## src/hw/rtl/pds_pkg.sv

```systemverilog
// Shared constants for the PLL post-divider select block.
// Widths of the request path, the divider limits and the region table.
// No dependencies.
`timescale 1ns / 1ps
`default_nettype none

package pds_pkg;

  // field and datapath widths
  localparam int REQ_W   = 32;  // requested clock, kHz
  localparam int VCO_W   = 16;  // VCO frequency, MHz
  localparam int PROD_W  = 28;  // VCO * 4000 always fits here
  localparam int NUM_W   = 33;  // product + request - 1
  localparam int QUART_W = 8;   // divider in quarter steps
  localparam int CODE_W  = 7;   // divider register code
  localparam int CLK_W   = 25;  // resulting clock, kHz

  // kHz per quarter step for a VCO of 1 MHz
  localparam logic [11:0] KHZ_PER_QUARTER = 12'd4000;

  // divider limits in quarters
  localparam logic [QUART_W-1:0] DEFAULT_QUARTERS = 8'hff;
  localparam logic [QUART_W-1:0] MIN_QUARTERS     = 8'd8;
  localparam logic [QUART_W-1:0] MAX_QUARTERS     = 8'd248;

  // region table: fine region steps by 1, middle by 2, coarse by 4
  localparam logic [QUART_W-1:0] FINE_HI    = 8'd64;
  localparam logic [QUART_W-1:0] MID_LO     = 8'd64;
  localparam logic [QUART_W-1:0] MID_HI     = 8'd128;
  localparam logic [CODE_W-1:0]  MID_BASE   = 7'd64;
  localparam logic [QUART_W-1:0] COARSE_LO  = 8'd128;
  localparam logic [CODE_W-1:0]  COARSE_BASE = 7'd96;
  localparam logic [CODE_W-1:0]  MAX_CODE   = 7'd126;

endpackage

`default_nettype wire

```

## src/hw/rtl/pds_div_cell.sv

```systemverilog
// One restoring-division cell: shifts one dividend bit into the partial
// remainder, subtracts the divisor when it fits and shifts the quotient bit
// in. Registered stage with its own valid/ready. No package dependencies.
`timescale 1ns / 1ps
`default_nettype none

module pds_div_cell #(
  parameter int W = 8,   // remainder and divisor width
  parameter int N = 8,   // dividend / quotient shift register width
  parameter int S = 1    // sideband width
) (
  input  wire logic         clk,
  input  wire logic         rst_n,
  input  wire logic         in_valid,
  output logic              in_ready,
  input  wire logic [W-1:0] in_rem,
  input  wire logic [W-1:0] in_div,
  input  wire logic [N-1:0] in_acc,
  input  wire logic [S-1:0] in_side,
  output logic              out_valid,
  input  wire logic         out_ready,
  output logic [W-1:0]      out_rem,
  output logic [W-1:0]      out_div,
  output logic [N-1:0]      out_acc,
  output logic [S-1:0]      out_side
);

  logic         valid_r;
  logic [W-1:0] rem_r, rem_nxt;
  logic [W-1:0] div_r;
  logic [N-1:0] acc_r, acc_nxt;
  logic [S-1:0] side_r;
  logic [W:0]   rem_sh;
  logic [W:0]   diff;
  logic         fits;

  // stage takes a new request when empty or when its own is leaving
  assign in_ready = !valid_r || out_ready;

  // one division step
  always_comb begin
    rem_sh  = {in_rem, in_acc[N-1]};
    diff    = rem_sh - {1'b0, in_div};
    fits    = (rem_sh >= {1'b0, in_div});
    rem_nxt = fits ? diff[W-1:0] : rem_sh[W-1:0];
    acc_nxt = {in_acc[N-2:0], fits};
  end

  // valid flag
  always_ff @(posedge clk) begin
    if (!rst_n) begin
      valid_r <= 1'b0;
    end else if (in_ready) begin
      valid_r <= in_valid;
    end
  end

  // payload
  always_ff @(posedge clk) begin
    if (in_ready && in_valid) begin
      rem_r  <= rem_nxt;
      div_r  <= in_div;
      acc_r  <= acc_nxt;
      side_r <= in_side;
    end
  end

  assign out_valid = valid_r;
  assign out_rem   = rem_r;
  assign out_div   = div_r;
  assign out_acc   = acc_r;
  assign out_side  = side_r;

endmodule

`default_nettype wire

```

## src/hw/rtl/pds_band_map.sv

```systemverilog
// Clamp of the wanted divider and mapping into the three step regions.
// Registered stage with valid/ready. Depends on pds_pkg.
`timescale 1ns / 1ps
`default_nettype none

module pds_band_map (
  input  wire logic                          clk,
  input  wire logic                          rst_n,
  input  wire logic                          in_valid,
  output logic                               in_ready,
  input  wire logic [pds_pkg::QUART_W-1:0]   in_quot,
  input  wire logic                          in_sat,
  input  wire logic [pds_pkg::PROD_W-1:0]    in_prod,
  output logic                               out_valid,
  input  wire logic                          out_ready,
  output logic [pds_pkg::CODE_W-1:0]         out_code,
  output logic [pds_pkg::QUART_W-1:0]        out_quarters,
  output logic [pds_pkg::PROD_W-1:0]         out_prod
);

  logic                          valid_r;
  logic [pds_pkg::CODE_W-1:0]    code_r, code_nxt;
  logic [pds_pkg::QUART_W-1:0]   quarters_r, quarters_nxt;
  logic [pds_pkg::PROD_W-1:0]    prod_r;
  logic [pds_pkg::QUART_W-1:0]   wanted;
  logic [pds_pkg::QUART_W-1:0]   q;
  logic [pds_pkg::QUART_W-1:0]   ofs;

  assign in_ready = !valid_r || out_ready;

  // clamp, then round up to the step of the region
  always_comb begin
    wanted = in_sat ? pds_pkg::DEFAULT_QUARTERS : in_quot;
    q = wanted;
    if (q > pds_pkg::MAX_QUARTERS) q = pds_pkg::MAX_QUARTERS;
    if (q < pds_pkg::MIN_QUARTERS) q = pds_pkg::MIN_QUARTERS;
    ofs = '0;
    priority if (q <= pds_pkg::FINE_HI) begin
      code_nxt     = q[pds_pkg::CODE_W-1:0];
      quarters_nxt = q;
    end else if (q <= pds_pkg::MID_HI) begin
      ofs          = q - pds_pkg::MID_LO + 8'd1;
      code_nxt     = pds_pkg::MID_BASE + {1'b0, ofs[6:1]};
      quarters_nxt = pds_pkg::MID_LO + {ofs[7:1], 1'b0};
    end else begin
      ofs          = q - pds_pkg::COARSE_LO + 8'd3;
      code_nxt     = pds_pkg::COARSE_BASE + {1'b0, ofs[7:2]};
      quarters_nxt = pds_pkg::COARSE_LO + {ofs[7:2], 2'b00};
    end
  end

  always_ff @(posedge clk) begin
    if (!rst_n) begin
      valid_r <= 1'b0;
    end else if (in_ready) begin
      valid_r <= in_valid;
    end
  end

  always_ff @(posedge clk) begin
    if (in_ready && in_valid) begin
      code_r     <= code_nxt;
      quarters_r <= quarters_nxt;
      prod_r     <= in_prod;
    end
  end

  assign out_valid    = valid_r;
  assign out_code     = code_r;
  assign out_quarters = quarters_r;
  assign out_prod     = prod_r;

endmodule

`default_nettype wire

```

## src/hw/rtl/pll_post_divider_select.sv

```systemverilog
// Usage notes for pll_post_divider_select.
// Request channel (in_valid/in_ready): requested output clock in kHz.
// Result channel (out_valid/out_ready): divider code, achieved divider in
// quarter steps and the resulting clock in kHz, one result per request.
// Configuration: cfg_we/cfg_wdata write the VCO frequency in MHz; the
// VCO*4000 product is formed at the write, so a request may follow at once.
// Write it only while no request is in flight.
// Pipeline: 36 register stages: two entry stages, eight division cells for
// the divider, one region mapping stage and 25 division cells for the
// resulting clock.
// Throughput: one request per cycle while the output is not stalled; every
// stage is its own register with its own valid, so a stalled result at the
// output only holds the stages behind it once they have filled up, and bubbles are squeezed out.
// Reset: synchronous, active low; all stages empty, VCO register zero.
// Results come out in request order.
`timescale 1ns / 1ps
`default_nettype none

module pll_post_divider_select (
  input  wire logic                        clk,
  input  wire logic                        rst_n,
  input  wire logic                        cfg_we,
  input  wire logic [pds_pkg::VCO_W-1:0]   cfg_wdata,
  input  wire logic                        in_valid,
  output logic                             in_ready,
  input  wire logic [pds_pkg::REQ_W-1:0]   in_requested_clock_khz,
  output logic                             out_valid,
  input  wire logic                        out_ready,
  output logic [pds_pkg::CODE_W-1:0]       out_divider_code,
  output logic [pds_pkg::QUART_W-1:0]      out_divider_quarters,
  output logic [pds_pkg::CLK_W-1:0]        out_actual_clock_khz
);

  localparam int QW    = pds_pkg::QUART_W;
  localparam int PW    = pds_pkg::PROD_W;
  localparam int RW    = pds_pkg::REQ_W;
  localparam int NW    = pds_pkg::NUM_W;
  localparam int CW    = pds_pkg::CLK_W;
  localparam int SIDE1 = PW + 1;
  localparam int SIDE2 = pds_pkg::CODE_W + QW;

  // VCO * 4000, formed when the register is written
  logic [PW-1:0] prod_r;
  logic [31:0]   prod_full;

  assign prod_full = {16'b0, cfg_wdata} * {20'b0, pds_pkg::KHZ_PER_QUARTER};

  always_ff @(posedge clk) begin
    if (!rst_n) begin
      prod_r <= '0;
    end else if (cfg_we) begin
      prod_r <= prod_full[PW-1:0];
    end
  end

  // entry stage: numerator for the rounded-up divide
  logic          a_valid_r, a_ready;
  logic [RW-1:0] a_req_r;
  logic [NW-1:0] a_num_r;
  logic [PW-1:0] a_prod_r;

  // saturation stage: quotient above eight bits or zero request
  logic          b_valid_r, b_ready;
  logic [RW-1:0] b_req_r;
  logic [NW-1:0] b_num_r;
  logic [PW-1:0] b_prod_r;
  logic          b_sat_r;

  assign in_ready = !a_valid_r || a_ready;

  always_ff @(posedge clk) begin
    if (!rst_n) begin
      a_valid_r <= 1'b0;
    end else if (in_ready) begin
      a_valid_r <= in_valid;
    end
  end

  always_ff @(posedge clk) begin
    if (in_ready && in_valid) begin
      a_req_r  <= in_requested_clock_khz;
      a_num_r  <= {5'b0, prod_r} + {1'b0, in_requested_clock_khz} - 33'd1;
      a_prod_r <= prod_r;
    end
  end

  assign a_ready = !b_valid_r || b_ready;

  always_ff @(posedge clk) begin
    if (!rst_n) begin
      b_valid_r <= 1'b0;
    end else if (a_ready) begin
      b_valid_r <= a_valid_r;
    end
  end

  always_ff @(posedge clk) begin
    if (a_ready && a_valid_r) begin
      b_req_r  <= a_req_r;
      b_num_r  <= a_num_r;
      b_prod_r <= a_prod_r;
      b_sat_r  <= (a_req_r == '0) || ({7'b0, a_num_r[NW-1:QW]} >= a_req_r);
    end
  end

  // divider chain: eight cells, one quotient bit each
  logic             d_valid [QW+1];
  logic             d_ready [QW+1];
  logic [RW-1:0]    d_rem   [QW+1];
  logic [RW-1:0]    d_div   [QW+1];
  logic [QW-1:0]    d_acc   [QW+1];
  logic [SIDE1-1:0] d_side  [QW+1];

  assign d_valid[0] = b_valid_r;
  assign b_ready    = d_ready[0];
  assign d_rem[0]   = {7'b0, b_num_r[NW-1:QW]};
  assign d_div[0]   = b_req_r;
  assign d_acc[0]   = b_num_r[QW-1:0];
  assign d_side[0]  = {b_sat_r, b_prod_r};

  for (genvar i = 0; i < QW; i++) begin : g_qcell
    pds_div_cell #(
      .W(RW),
      .N(QW),
      .S(SIDE1)
    ) u_cell (
      .clk       (clk),
      .rst_n     (rst_n),
      .in_valid  (d_valid[i]),
      .in_ready  (d_ready[i]),
      .in_rem    (d_rem[i]),
      .in_div    (d_div[i]),
      .in_acc    (d_acc[i]),
      .in_side   (d_side[i]),
      .out_valid (d_valid[i+1]),
      .out_ready (d_ready[i+1]),
      .out_rem   (d_rem[i+1]),
      .out_div   (d_div[i+1]),
      .out_acc   (d_acc[i+1]),
      .out_side  (d_side[i+1])
    );
  end

  // clamp and region mapping
  logic                        m_valid, m_ready;
  logic [pds_pkg::CODE_W-1:0]  m_code;
  logic [QW-1:0]               m_quarters;
  logic [PW-1:0]               m_prod;

  pds_band_map u_map (
    .clk          (clk),
    .rst_n        (rst_n),
    .in_valid     (d_valid[QW]),
    .in_ready     (d_ready[QW]),
    .in_quot      (d_acc[QW]),
    .in_sat       (d_side[QW][PW]),
    .in_prod      (d_side[QW][PW-1:0]),
    .out_valid    (m_valid),
    .out_ready    (m_ready),
    .out_code     (m_code),
    .out_quarters (m_quarters),
    .out_prod     (m_prod)
  );

  // clock chain: product / quarters; the top three quotient bits are
  // always zero since quarters is at least 8, so 25 cells suffice
  logic             c_valid [CW+1];
  logic             c_ready [CW+1];
  logic [QW-1:0]    c_rem   [CW+1];
  logic [QW-1:0]    c_div   [CW+1];
  logic [CW-1:0]    c_acc   [CW+1];
  logic [SIDE2-1:0] c_side  [CW+1];

  assign c_valid[0] = m_valid;
  assign m_ready    = c_ready[0];
  assign c_rem[0]   = {{(QW-(PW-CW)){1'b0}}, m_prod[PW-1:CW]};
  assign c_div[0]   = m_quarters;
  assign c_acc[0]   = m_prod[CW-1:0];
  assign c_side[0]  = {m_code, m_quarters};

  for (genvar i = 0; i < CW; i++) begin : g_ccell
    pds_div_cell #(
      .W(QW),
      .N(CW),
      .S(SIDE2)
    ) u_cell (
      .clk       (clk),
      .rst_n     (rst_n),
      .in_valid  (c_valid[i]),
      .in_ready  (c_ready[i]),
      .in_rem    (c_rem[i]),
      .in_div    (c_div[i]),
      .in_acc    (c_acc[i]),
      .in_side   (c_side[i]),
      .out_valid (c_valid[i+1]),
      .out_ready (c_ready[i+1]),
      .out_rem   (c_rem[i+1]),
      .out_div   (c_div[i+1]),
      .out_acc   (c_acc[i+1]),
      .out_side  (c_side[i+1])
    );
  end

  // result port straight from the last cell's registers
  assign out_valid            = c_valid[CW];
  assign c_ready[CW]          = out_ready;
  assign out_actual_clock_khz = c_acc[CW];
  assign out_divider_code     = c_side[CW][SIDE2-1:QW];
  assign out_divider_quarters = c_side[CW][QW-1:0];

  // checks
  a_quarters_range: assert property (@(posedge clk) disable iff (!rst_n)
    out_valid |-> (out_divider_quarters >= pds_pkg::MIN_QUARTERS) &&
                  (out_divider_quarters <= pds_pkg::MAX_QUARTERS))
    else $error("achieved divider outside 8..248 quarters");

  a_code_range: assert property (@(posedge clk) disable iff (!rst_n)
    out_valid |-> (out_divider_code >= pds_pkg::MIN_QUARTERS[6:0]) &&
                  (out_divider_code <= pds_pkg::MAX_CODE))
    else $error("divider code outside 8..126");

  a_fine_region: assert property (@(posedge clk) disable iff (!rst_n)
    out_valid && (out_divider_quarters <= pds_pkg::FINE_HI) |->
      ({1'b0, out_divider_code} == out_divider_quarters))
    else $error("fine region code differs from divider");

  a_prod_load: assert property (@(posedge clk) disable iff (!rst_n)
    $past(cfg_we) && $past(rst_n) |-> (prod_r == $past(prod_full[PW-1:0])))
    else $error("VCO product not loaded on write");

  a_reset_empty: assert property (@(posedge clk)
    !rst_n |=> !out_valid && !a_valid_r)
    else $error("pipeline not empty after reset");

endmodule

`default_nettype wire
```

## config.mk

```make
export PLATFORM = sky130hd
export DESIGN_NAME = pll_post_divider_select
export DESIGN_NICKNAME = d
export VERILOG_FILES = /design/src/hw/rtl/pds_pkg.sv /design/src/hw/rtl/pds_div_cell.sv /design/src/hw/rtl/pds_band_map.sv /design/src/hw/rtl/pll_post_divider_select.sv
export SDC_FILE = /design/constraint.sdc
export NUM_CORES = 2
export LEC_CHECK = 0
export BUFFER_PORTS_ARGS = -buffer_cell sky130_fd_sc_hd__buf_4
export CORE_MARGIN = 4
export CORE_UTILIZATION = 60
export CTS_BUF_LIST = sky130_fd_sc_hd__clkbuf_8
export DETAILED_ROUTE_END_ITERATION = 12
export HOLD_SLACK_MARGIN = 0.05
export PLACE_DENSITY = 0.76
export SLEW_MARGIN = 10
export SYNTH_ARGS = -nofsm -noshare
export SYNTH_HDL_FRONTEND = slang
export SYNTH_SLANG_ARGS = --single-unit
```

## constraint.sdc

```tcl
create_clock -name clk -period 14.1 [get_ports clk]
set_input_delay 2.82 -clock clk [delete_from_list [all_inputs] [get_ports clk]]
set_output_delay 2.82 -clock clk [all_outputs]
set_load 0.01 [all_outputs]
```

; Word level (Yosys, flattened, before mapping)
; Index checks and enable logic that the tools add are counted.
[classes]
addsub = 41
n_mul = 1
magnitude_cmp = 38
muxes = 38
n_reduce_logical = 110
[ops]
columns = cell, n
row1 = >= comparator 33 x 32 -> 1 bit, 7
row2 = two-way mux 8 bit, 28
row3 = >= comparator 9 x 8 -> 1 bit, 24
row4 = two-way mux 32 bit, 6
row5 = subtractor 32 bit, 6
row6 = subtractor 8 bit, 23
row7 = logical OR 1 bit, 37
row8 = logical AND 1 bit, 36
row9 = logical NOT 1 bit, 36
row10 = adder 28 x 32 -> 33 bit, 1
row11 = "subtractor 33 x 1 -> 33 bit, second input constant", 1
row12 = >= comparator 25 x 32 -> 1 bit, 1
row13 = >= comparator 26 x 32 -> 1 bit, 1
row14 = logical NOT 32 bit, 1
row15 = subtractor 26 x 32 -> 32 bit, 1
row16 = two-way mux 26 bit, 1
row17 = "multiplier 16 x 7 -> 23 bit, second input constant", 1
row18 = "adder 7 x 6 -> 7 bit, first input constant", 2
row19 = two-way mux 7 bit, 2
row20 = "adder 7 x 8 -> 8 bit, first input constant", 1
row21 = "adder 8 x 1 -> 8 bit, second input constant", 1
row22 = "adder 8 x 2 -> 8 bit, second input constant", 1
row23 = "adder 8 bit, first input constant", 1
row24 = >= comparator 4 x 8 -> 1 bit, 1
row25 = other kinds (8), 8
[totals]
reg_bits = 2252
in_bits = 53
out_inout_bits = 42
word_cells = 409

; Depth between registers and ports, before layout
[depth]
word_depth = 38
mapped_depth = 18
ltp_nobuf = 18

; By module
; A second synthesis with hierarchy kept.
[hier_totals]
hier_cells = 8008
area_unflattened_um2 = 113991.8
[modules_own_cells]
columns = module, n_inst, cells_per_inst, area_each_um2, seq_area_each_um2
row1 = pds_div_cell at g_ccell[0].u_cell ..., 22, 127, 2264.7, 1701.6
row2 = pds_div_cell at g_qcell[0].u_cell ..., 4, 450, 5454.0, 3052.9
row3 = pds_div_cell at g_qcell[1].u_cell ..., 4, 465, 5403.9, 3052.9
row4 = pll_post_divider_select, 1, 1004, 11940.2, 5815.6
row5 = pds_div_cell at g_ccell[7].u_cell ..., 3, 129, 2244.7, 1701.6
row6 = pds_band_map, 1, 163, 2063.2, 1311.3

; Worst setup path after synthesis
; Ideal clock, no wire load.
[synth_timing]
path_kind = input -> register
startpoint = input out_ready
endpoint = register g_qcell[0].u_cell.acc_r[0] (enable)
setup_ps = 698
t_arrival_ps = 11179
required_time_ps = 13402
path_slack_ps = 2224
stages = 10
n_path_buf = 0
path_cell_list = and4b_1 > and2_1 > nand3_1 > nor4_1 > and3_1 > nor2b_1 > and2_1 > nor2b_1 > and2_1 > a21boi_0
[synth_via]
elab_chain_len = 35
[synth_lines]
columns = item, line
row1 = "start, declared", pll_post_divider_select.sv:28  ; input wire logic out_ready,
row2 = logical OR 1 bit (25 in a row), pds_div_cell.sv:38  ; assign in_ready = !valid_r || out_ready;
row3 = logical OR 1 bit, pds_band_map.sv:29  ; assign in_ready = !valid_r || out_ready;
row4 = logical OR 1 bit (8 in a row), pds_div_cell.sv:38
row5 = logical AND 1 bit, pds_div_cell.sv:60  ; if (in_ready && in_valid) begin
row6 = "end signal, assigned", pds_div_cell.sv:63  ; acc_r <= acc_nxt;
row7 = "end, declared", pds_div_cell.sv:31  ; logic [N-1:0] acc_r, acc_nxt;
; No other way between the ends.
; A chain may end at the register's enable or synchronous reset.

; Final worst setup path
[layout_timing]
startpoint = input out_ready
endpoint = output in_ready
[layout_via]
elab_chain_len = 36
[layout_lines]
columns = item, line
row1 = logical OR 1 bit (25 in a row), pds_div_cell.sv:38
row2 = logical OR 1 bit, pds_band_map.sv:29
row3 = logical OR 1 bit (8 in a row), pds_div_cell.sv:38
row4 = logical OR 1 bit, pll_post_divider_select.sv:87  ; assign a_ready = !b_valid_r || b_ready;
row5 = logical OR 1 bit, pll_post_divider_select.sv:69  ; assign in_ready = !a_valid_r || a_ready;
row6 = "end, declared", pll_post_divider_select.sv:25  ; output logic in_ready,
; No other way between the ends.

==> metrics.txt <==
CTS Buf Count=329; # DRC=0; CTS max path bufs=4; GP Congestion=0.866; cts repair resizes=0; crit path cell chain=buf_4 -> and4b_1 -> and2_1 -> nand3_1 -> nor4_1 -> buf_4 -> nand3_1 -> nor2_1 -> nand2_1 -> nor2_1 -> and4_1 -> nand2_1 -> buf_4; DRT iter0 DRCs=3021; GRT Overall Usage=0.193; drt pass-1 iters=6; crit path launch=out_ready; critical path class=primary input to primary output; vias=50100; status=finished clean; Final min period=9.07 ns; slew at the pin with the worst max-slew slack=1.17 ns; Net Count, Synth=7302; initial antenna violation count=1; Die Ht=400 um; Hold-fix buffers, CTS=0; synthesized area per cell=14.0 sq um; Post-Place Cells=8628; pwr/cell area=124 mW/mm^2; max-slew violations=0; DIE AREA=0.160 sq mm; clk_lat worst skew=1.00 ns; Horiz. Die Dim=400 um; hpwl dp=110000 um; Yosys Warn Count=0; Hold Path Class=flop to flop; worst endpoint data arrival time=6.25 ns; Largest stage delay, worst path=0.54 ns; largest net degree at the start of global routing=89; crit end category=primary output; TritonCTS clock tree=yes; Most common cell on crit path=buf_4; Setup Viol. Count Final=0; FFs w/ async S/R, synth=0; number of synthesized flops with an enable pin=2001; critical path's slowest cell=and4_1; synthesized area=0.0921 sq mm; Syn-to-layout area delta=9.97%; Hold Fails Final Rpt=0; Seq/Total Area, Yosys=0.666; top cells by area, synth=edfxtp_1 (65%), ha_1 (7.9%), inv_1 (3.2%); via/cell ratio=5.45; final WL=151000 um; Seq cells post-synth=2060; worst clock skew=0.111 ns; proportion of netlist area held by the largest area contributor=0.653; FP Rows=143; Clock Tree Root=clkbuf_8; WL/cell=16.5 um; antenna-violating nets left=0; Post-Synthesis Cells=6584; VDD IR max=0.119 mV; max_slew headroom=0.216; Req. time, crit path=11.28 ns; Nets=7647; Initial Utilization=0.605; f_max=0.110 GHz; vias in the first global route=50700; worst hold start=g_ccell[11].u_cell.out_acc[6]; Final Cycle Share=0.643; Clock transition at path regs=0.06 ns; first-pass GRT wire length=249000 um; share of cells above drive strength 1=0.100; area leader, netlist=edfxtp_1; Post-synth top flop=edfxtp_1; Pleak=38.8 nW; # Post-CTS Setup Buffers=0; reg2reg start=b_req_r[0]; Setup TNS=0 ns; Yosys cell types=79; I/O Pins=95; # clock sinks=2060; I/O Buffers=94; number of max-cap violations=0; crit path max fanout=6; RSZ-0062 raised after global routing=no; H-Tree Depth=5; grt total ovfl=0; crit start category=primary input; Layout Cells excl Fill=9193; Core ar.=0.152 sq mm
## worst max-delay path: cells and delay by family
family	cells	cell delay (ns)
buf+inv	3	0.52
simple gates	10	2.91
## flip-flops by register name, indices dropped and copies added (netlist names), 33 cells and up
register	count
a_num_r	33
b_num_r	33
g_ccell.u_cell.out_acc	515
g_ccell.u_cell.out_rem	192
g_ccell.u_cell.out_side	375
g_qcell.u_cell.out_acc	64
g_qcell.u_cell.out_div	224
g_qcell.u_cell.out_rem	224
g_qcell.u_cell.out_side	192
## synthesized netlist by cell type, types with 28 or more instances
cell type     n
edfxtp_1   2001
inv_1       783
ha_1        579
o21ai_0     425
nand2_1     391
a21oi_1     294
nor2_1      262
xnor2_1     185
nor2b_1     162
a21o_1      129
mux2_2      113
xor2_1      110
fa_1         86
o21a_1       81
nand4_1      76
nand2b_1     71
o31ai_1      65
a21boi_0     64
clkbuf_1     62
dfxtp_1      59
nand3_1      54
nor3_1       53
mux2i_1      43
buf_4        40
o21bai_1     36
and3_1       35
a211oi_1     32
or4_1        28
## routing by layer
layer | share of wire | routed length [um] | vias up | track usage
met5 | 0 | 0 | - | 0
met1 | 0.42 | 63900 | 23700 | 0.241
met3 | 0.044 | 6690 | 400 | 0.0321
met4 | 0.040 | 6080 | 0 | 0.0841
li1 | - | - | 24700 | -
met2 | 0.49 | 74700 | 1210 | 0.332
## metrics by stage
stage | power (mW) | worst slack (ns) | utilization | instance area, sq um | hold slack, ns
2_1_floorplan | 7.84 | 2.22 | - | 92100 | 0.400
3_5_place_dp | 8.11 | 5.06 | 0.626 | 95300 | 0.405
4_1_cts | 12.7 | 5.02 | 0.665 | 101000 | 0.355
5_1_grt | 13.2 | 4.77 | 0.665 | 101000 | 0.363
6_report | 12.6 | 5.03 | 0.665 | 101000 | 0.364
3_3_place_gp | 8.09 | 5.00 | 0.626 | 95300 | 0.400
## path summary, 6_finish.rpt
kind	cells past startpoint	to	slack (ns)
worst max register to register	13	g_qcell[0].u_cell.out_rem[5]	9.39
worst min register to register	0	g_ccell[12].u_cell.out_acc[7]	0.36
worst min-delay path	0	g_ccell[12].u_cell.out_acc[7]	0.36
worst max-delay path	13	in_ready	5.03
## cells by family after synthesis
group	share of synthesized area
AO/OA/AOI/OAI	0.0868
multiplexers	0.0189
AND/OR/NAND/NOR	0.0648
XOR/XNOR	0.0281
buffers and inverters	0.0385
adder cells (fa/ha/maj)	0.0974
flip-flops	0.666
## cell type report
class	instances	area, sq um
sequential	2060	61300
fill	10400	51000
multi-input combinational	3623	27600
clock buffer	339	4670
inverter	784	2940
tap	2030	2540
clock inverter	223	1260
timing repair buffer	131	983
antenna	3	7.51
## where the power goes
group | internal, mW | total, mW | switching, mW
logic | 0.507 | 1.13 | 0.620
clock network | 2.44 | 4.60 | 2.16
registers | 6.79 | 6.86 | 0.0723
total | 9.74 | 12.6 | 2.85
## layout by cell type, fill, tap and decap left out, types with 129 or more instances in the layout
cell type / Yosys / layout
nand2_1: 391 / 391
nor2_1: 262 / 261
xnor2_1: 185 / 185
a21o_1: 129 / 129
buf_4: 40 / 131
edfxtp_1: 2001 / 2001
nor2b_1: 162 / 143
ha_1: 579 / 579
o21ai_0: 425 / 425
inv_1: 783 / 875
clkbuf_8: 0 / 339
a21oi_1: 294 / 293
No activity file was read; power rests on OpenSTA's default activity.
